===== src/rtl/smes_pkg.sv =====
`default_nettype none
// ----------------------------------------------------------------------------
// smes_pkg: shared types and codes of the sparse matrix entry store
// Request and result words, stored entry layout, opcodes, status codes,
// configuration register indexes and controller states.
// ----------------------------------------------------------------------------
package smes_pkg;

  // Opcodes of a request word
  localparam logic [1:0] OP_READ   = 2'd0;
  localparam logic [1:0] OP_WRITE  = 2'd1;
  localparam logic [1:0] OP_DELETE = 2'd2;
  localparam logic [1:0] OP_UNUSED = 2'd3;

  // Status codes of a result word
  localparam logic [1:0] STATUS_OK    = 2'd0;
  localparam logic [1:0] STATUS_RANGE = 2'd1;
  localparam logic [1:0] STATUS_FULL  = 2'd2;

  // Configuration register indexes
  localparam logic [1:0] REG_ROW_COUNT    = 2'd0;
  localparam logic [1:0] REG_COLUMN_COUNT = 2'd1;

  // Dimension registers after reset
  localparam logic [8:0] DIM_RESET = 9'd256;

  typedef struct packed {
    logic [1:0]         opcode;
    logic [7:0]         row_index;
    logic [7:0]         column_index;
    logic signed [31:0] element_value;
  } req_t;

  typedef struct packed {
    logic signed [31:0] read_value;
    logic               hit;
    logic [1:0]         status;
  } rsp_t;

  // One slot of the entry memory
  typedef struct packed {
    logic        valid;
    logic [7:0]  row;
    logic [7:0]  column;
    logic [31:0] data;
  } entry_t;

  typedef enum logic [1:0] {
    ST_CLEAR,
    ST_IDLE,
    ST_SCAN,
    ST_ACT
  } state_t;

endpackage
`default_nettype wire


===== src/rtl/sparse_matrix_entry_store_top.sv =====
`default_nettype none
// ----------------------------------------------------------------------------
// sparse_matrix_entry_store_top: bounded coordinate-list store of matrix entries
// An out-of-range index or an unused opcode skips the scan; other requests scan the
//   slots one per cycle and stop early on a match.
// Throughput: one request at a time; busy drops as the result is strobed on done.
// Reset: a clearing pass invalidates every slot under busy;
//   results cannot be stalled by the receiver.
// ----------------------------------------------------------------------------
module sparse_matrix_entry_store_top #(
  parameter int CAPACITY    = 64,
  parameter int INDEX_LIMIT = 256
) (
  input  wire logic          clk,
  input  wire logic          rst,
  input  wire logic          start,
  output logic               busy,
  input  wire smes_pkg::req_t request,
  output logic               done,
  output smes_pkg::rsp_t     result,
  input  wire logic          cfg_valid,
  output logic               cfg_ready,
  input  wire logic [1:0]    cfg_index,
  input  wire logic [8:0]    cfg_data
);
  import smes_pkg::*;

  localparam int AW = (CAPACITY > 1) ? $clog2(CAPACITY) : 1;
  localparam logic [AW-1:0] LAST_SLOT = AW'(CAPACITY - 1);

  // Entry memory: one write port, one registered read port
  entry_t        mem [CAPACITY];
  entry_t        rdata;
  logic          mem_we;
  logic [AW-1:0] mem_waddr;
  entry_t        mem_wdata;

  // Controller and request registers
  state_t        state, state_next;
  req_t          req;
  logic          skip;
  logic [8:0]    row_count, column_count;
  logic [AW-1:0] issue_addr;
  logic          issue_en;
  logic [AW-1:0] cmp_addr;
  logic          cmp_vld;
  logic          hit;
  logic [AW-1:0] hit_idx;
  logic [31:0]   hit_data;
  logic          free_found;
  logic [AW-1:0] free_idx;
  logic          coord_outside;
  logic          slot_match;
  rsp_t          rsp_next;

  assign busy      = (state != ST_IDLE);
  assign cfg_ready = 1'b1;

  // Check the incoming coordinate against the dimensions
  assign coord_outside = ({1'b0, request.row_index} >= row_count) ||
                         ({1'b0, request.column_index} >= column_count) ||
                         ({24'd0, request.row_index} >= 32'(INDEX_LIMIT)) ||
                         ({24'd0, request.column_index} >= 32'(INDEX_LIMIT));

  assign slot_match = cmp_vld && rdata.valid && (rdata.row == req.row_index) &&
                      (rdata.column == req.column_index);

  // Hold the entry memory
  always_ff @(posedge clk) begin
    if (mem_we) begin
      mem[mem_waddr] <= mem_wdata;
    end
    rdata <= mem[issue_addr];
  end

  // Write the dimension registers
  always_ff @(posedge clk) begin
    if (rst) begin
      row_count    <= DIM_RESET;
      column_count <= DIM_RESET;
    end else if (cfg_valid && cfg_ready) begin
      case (cfg_index)
        REG_ROW_COUNT:    row_count    <= cfg_data;
        REG_COLUMN_COUNT: column_count <= cfg_data;
        default: ;
      endcase
    end
  end

  // Advance the controller state
  always_ff @(posedge clk) begin
    if (rst) begin
      state <= ST_CLEAR;
    end else begin
      state <= state_next;
    end
  end

  // Next state, memory writes and the result word
  always_comb begin
    state_next = state;
    mem_we     = 1'b0;
    mem_waddr  = issue_addr;
    mem_wdata  = '0;
    rsp_next   = '0;
    case (state)
      ST_CLEAR: begin
        mem_we = 1'b1;
        if (issue_addr == LAST_SLOT) begin
          state_next = ST_IDLE;
        end
      end
      ST_IDLE: begin
        if (start) begin
          if (coord_outside || request.opcode == OP_UNUSED) begin
            state_next = ST_ACT;
          end else begin
            state_next = ST_SCAN;
          end
        end
      end
      ST_SCAN: begin
        if (slot_match || (cmp_vld && cmp_addr == LAST_SLOT)) begin
          state_next = ST_ACT;
        end
      end
      ST_ACT: begin
        state_next = ST_IDLE;
        if (skip) begin
          if (req.opcode != OP_UNUSED) begin
            rsp_next.status = STATUS_RANGE;
          end
        end else begin
          rsp_next.hit = hit;
          case (req.opcode)
            OP_READ: begin
              if (hit) begin
                rsp_next.read_value = hit_data;
              end
            end
            OP_WRITE: begin
              mem_wdata = '{valid: 1'b1, row: req.row_index,
                            column: req.column_index, data: req.element_value};
              if (hit) begin
                mem_we    = 1'b1;
                mem_waddr = hit_idx;
              end else if (free_found) begin
                mem_we    = 1'b1;
                mem_waddr = free_idx;
              end else begin
                rsp_next.status = STATUS_FULL;
              end
            end
            OP_DELETE: begin
              if (hit) begin
                mem_we    = 1'b1;
                mem_waddr = hit_idx;
              end
            end
            default: ;
          endcase
        end
      end
      default: state_next = ST_IDLE;
    endcase
  end

  // Scan datapath: issue one slot a cycle, compare it in the next cycle
  always_ff @(posedge clk) begin
    if (rst) begin
      issue_addr <= '0;
      issue_en   <= 1'b0;
      cmp_vld    <= 1'b0;
      done       <= 1'b0;
    end else begin
      done    <= (state == ST_ACT);
      cmp_vld <= 1'b0;
      case (state)
        ST_CLEAR: begin
          if (issue_addr == LAST_SLOT) begin
            issue_addr <= '0;
          end else begin
            issue_addr <= issue_addr + 1'b1;
          end
        end
        ST_IDLE: begin
          issue_addr <= '0;
          issue_en   <= 1'b0;
          if (start) begin
            issue_en <= ~(coord_outside || request.opcode == OP_UNUSED);
          end
        end
        ST_SCAN: begin
          cmp_vld  <= issue_en && !slot_match;
          cmp_addr <= issue_addr;
          if (slot_match) begin
            issue_en <= 1'b0;
          end else if (issue_en) begin
            if (issue_addr == LAST_SLOT) begin
              issue_en <= 1'b0;
            end else begin
              issue_addr <= issue_addr + 1'b1;
            end
          end
        end
        default: begin
          issue_en <= 1'b0;
        end
      endcase
    end
  end

  // Latch the request and collect the scan outcome
  always_ff @(posedge clk) begin
    if (state == ST_IDLE && start) begin
      req        <= request;
      skip       <= coord_outside || request.opcode == OP_UNUSED;
      hit        <= 1'b0;
      free_found <= 1'b0;
    end else if (state == ST_SCAN && cmp_vld) begin
      if (slot_match) begin
        hit      <= 1'b1;
        hit_idx  <= cmp_addr;
        hit_data <= rdata.data;
      end
      if (!rdata.valid && !free_found) begin
        free_found <= 1'b1;
        free_idx   <= cmp_addr;
      end
    end
  end

  // Register the result word
  always_ff @(posedge clk) begin
    if (state == ST_ACT) begin
      result <= rsp_next;
    end
  end

endmodule
`default_nettype wire


===== config.mk =====
export PLATFORM = sky130hd
export DESIGN_NAME = sparse_matrix_entry_store_top
export DESIGN_NICKNAME = d
export VERILOG_FILES = /design/src/rtl/smes_pkg.sv /design/src/rtl/sparse_matrix_entry_store_top.sv
export SDC_FILE = /design/constraint.sdc
export NUM_CORES = 2
export LEC_CHECK = 0
export ABC_CLOCK_PERIOD_IN_PS = 5500
export BUFFER_PORTS_ARGS = -buffer_cell sky130_fd_sc_hd__buf_2
export CAP_MARGIN = 20
export CORE_ASPECT_RATIO = 1.5
export CORE_MARGIN = 8
export CORE_UTILIZATION = 40
export DETAILED_ROUTE_END_ITERATION = 8
export GPL_ROUTABILITY_DRIVEN = 0
export SKIP_CTS_REPAIR_TIMING = 1
export SLEW_MARGIN = 20
export SYNTH_ARGS = -nofsm -noshare
export SYNTH_HDL_FRONTEND = slang
export SYNTH_SLANG_ARGS = --single-unit

===== constraint.sdc =====
create_clock -name clk -period 5.5 [get_ports clk]
set_input_delay 1.1 -clock clk [delete_from_list [all_inputs] [get_ports clk]]
set_output_delay 1.1 -clock clk [all_outputs]
set_load 0.01 [all_outputs]

==> impl_metrics.toml <==
[status]
status = "completed"

[finish]
drive_gt1_share_pct = 29.80
nets = 5888
fillers = 26090
area_delta_synth_final_pct = 13.56

[sta]
slew_headroom_pct = 22.53
tightest_slew_ns = 1.160
fin_crit_sh_pct = 80.83
drv_slew = 0
tns_ns = 0
period_needed_ns = 4.445
clock.fmax_mhz = 225.0
finalHoldViolCount = 0
skew_ns = 0.05725
rsz0062_at_grt = "false"
setup_viol_count_final = 0

[synth]
synth_top_cell_area_share_pct = 77.08
synthesis.area_per_instance_um2 = 23.40
netlist_top_cells_count = "3,272 x edfxtp_1, 896 x mux4_2, 117 x clkbuf_1, 113 x nor2_1, 93 x mux2i_1"
synth_area_um2 = 127500
synth_top_cell_by_area = "edfxtp_1"
ys_top_cells_by_area = "edfxtp_1 77%, mux4_2 16%, dfxtp_1 1.3%"
synth_cell_type_count = 64
syn_inst = 5448
ys_warn_count = 0
synth-edff-count = 3272
seq_area_frac_synth_pct = 78.33
async_reset_ff_share_pct = 0
yosysMostFrequentCell = "edfxtp_1"
syn_nets = 5539
yosys_register_bits = 3352
synth_flop_cell = "edfxtp_1"

[clock_network]
root_buffer = "clkbuf_16"
clk_pin_slew_ns = 0.07
cts.htree.levels = 5
clk_latency_ns = 0.90
tritoncts = "done"
cts_buffers = 306
cts_buffer_depth = 4
cts_sinks = 3352

[route]
drc = 0
wl_per_cell_um = 34.02
viasPerCell = 5.854
dr_total_vias = 60120
drt-pass1-iter-count = 7
ant_nets = 0
drt_wl_total_um = 349400
drt_iter0_drc = 7087

[placement]
portBuffers = 101
dp_hpwl_um = 203000

[power_and_ir_drop]
cellPowerDensity_nw_per_um2 = 425.0
power_frac_clock_pct = 33.8
peakVddDrop_mv = 0.3901
p_sw_share_pct = 26.63
total_power_w = 0.06152
p_sw_w = 0.01638
power.internal_w = 0.04514
power.leakage_nw = 39.33
seq_power_share_pct = 47.4
combPwrFrac_pct = 18.8

[setup_path]
path_class = "flop to flop"
r2r_end = "mem[55][2]"
r2r_start = "req[49]"
startpoint_type = "flop"
path_max_fanout = 20
r2r_slack_ns = 1.05
crit_arrival_ns = 4.99
r2r_cells = 9
endpoint_kind = "flop"
worstPathRequired_ns = 6.04

[hold_path]
min_from = "request[6]"
holdPathStages = 1
min_path_type = "input pin to flop"
worst_hold_path.endpoint = "req[6]"

[floorplan]
dieArea_um2 = 337400
die_y_um = 707.4
die_x_um = 476.9
ios = 103
start_util_pct = 40.07
core_um2 = 318100
row_count = 254

[grt]
grt_max_degree = 126
grt_util_all_layers_pct = 20.22
grt_first_pass_wirelength_um = 488700
grt-ovfl-total = 0
grt_pass1_vias = 62200
grt_antenna_before_repair = 19

[run]
drv_cap = 0
[per-layer routing]
layer / vias up / routed length, um / GRT usage [%]
met5: - / 40 / 0
met4: 6 / 12650 / 6.362
met3: 535 / 24380 / 3.153
met2: 2637 / 184000 / 36.39
met1: 33030 / 128300 / 25.17
li1: 23910 / - / -
[worst max-delay path by stage]
stage | start | to | slack [ns]
2_1_floorplan | state[1] | mem[11][0] | -0.09
3_3_place_gp | req[49] | mem[55][30] | 1.11
3_5_place_dp | req[49] | mem[55][0] | 1.18
4_1_cts | req[49] | mem[55][2] | 1.14
5_1_grt | req[49] | mem[55][2] | 0.89
6_report | req[49] | mem[55][2] | 1.05
[metrics by stage]
stage / instance area, um^2 / utilization [%] / cells / setup slack, ns / hold slack, ns
6_report: 144800 / 45.50 / 10270 / 1.055 / 0.3776
5_1_grt: 144800 / 45.50 / 10270 / 0.8928 / 0.3389
4_1_cts: 144600 / 45.46 / 10250 / 1.139 / 0.3125
3_5_place_dp: 135100 / 42.47 / 9710 / 1.180 / 0.3887
3_3_place_gp: 135100 / 42.47 / 9710 / 1.108 / 0.3883
2_1_floorplan: 127500 / - / 5448 / -0.09410 / 0.3855
[critical path: stages, from the launching register on]
cell	delay [ns]
edfxtp_1	0.39
inv_1	0.09
ha_2	0.32
nand3b_1	0.42
or3_1	0.52
a21oi_1	0.20
nand3_1	0.17
or3_1	0.73
nor2_4	0.87
buf_12	0.31
[registers in the layout, indices dropped and copies added, names as in the netlist, 2 cells and up]
name          cells
issue_addr        6
cmp_addr          6
mem            3136
state             2
free_idx          6
req              50
rdata            49
hit_data         32
hit_idx           6
row_count         9
column_count      9
result           35
[area by class of cell]
type	instances	area (um^2)	area share (%)
Antenna cell	16	40.04	0.02766
Clock buffer	375	8083	5.584
Clock inverter	166	1435	0.9914
Inverter	35	133.9	0.09248
Multi-Input combinational cell	1767	26600	18.37
Sequential cell	3352	99870	68.99
Tap cell	4224	5285	3.651
Timing Repair Buffer	335	3313	2.289
[cell families (layout without fill, tap and decap cells)]
| kind of cell | after synthesis | count (layout) | share of synthesized area (%) |
|---|---|---|---|
| XOR/XNOR | 16 | 16 | 0.1099 |
| AND/OR/NAND/NOR | 402 | 402 | 1.652 |
| flip-flops | 3352 | 3352 | 78.33 |
| multiplexers | 999 | 999 | 16.65 |
| adder cells (fa/ha/maj) | 26 | 26 | 0.2552 |
| AO/OA/AOI/OAI | 323 | 323 | 1.704 |
| buffers and inverters | 329 | 911 | 1.295 |
| other | 1 | 17 | 0.002942 |
[power by group through the flow]
| stage | registers, W | logic (W) | clock network, W |
|---|---|---|---|
| global placement | 0.0297 | 0.0118 | 0 |
| finish | 0.0291 | 0.0116 | 0.0208 |
| floorplan | 0.0294 | 0.00803 | 0 |
| global route | 0.0292 | 0.0122 | 0.0220 |
| CTS | 0.0292 | 0.0118 | 0.0212 |
| detailed placement | 0.0297 | 0.0118 | 0 |
[layout by cell type (no fill, tap or decap), drive strengths merged, types with 28 or more instances in the layout]
cell	synthesis	routed
dfxtp	80	80
nand2	46	46
mux2i	93	93
inv	34	49
nor2b	84	84
and3	33	33
edfxtp	3272	3272
a21oi	87	87
and2	50	50
mux4	896	896
nor2	113	113
buf	176	335
a22oi	28	28
nand3	29	29
clkbuf	118	375
a211oi	75	75
clkinv	1	122
o22ai	36	36
(Power assumes the default switching activity.)
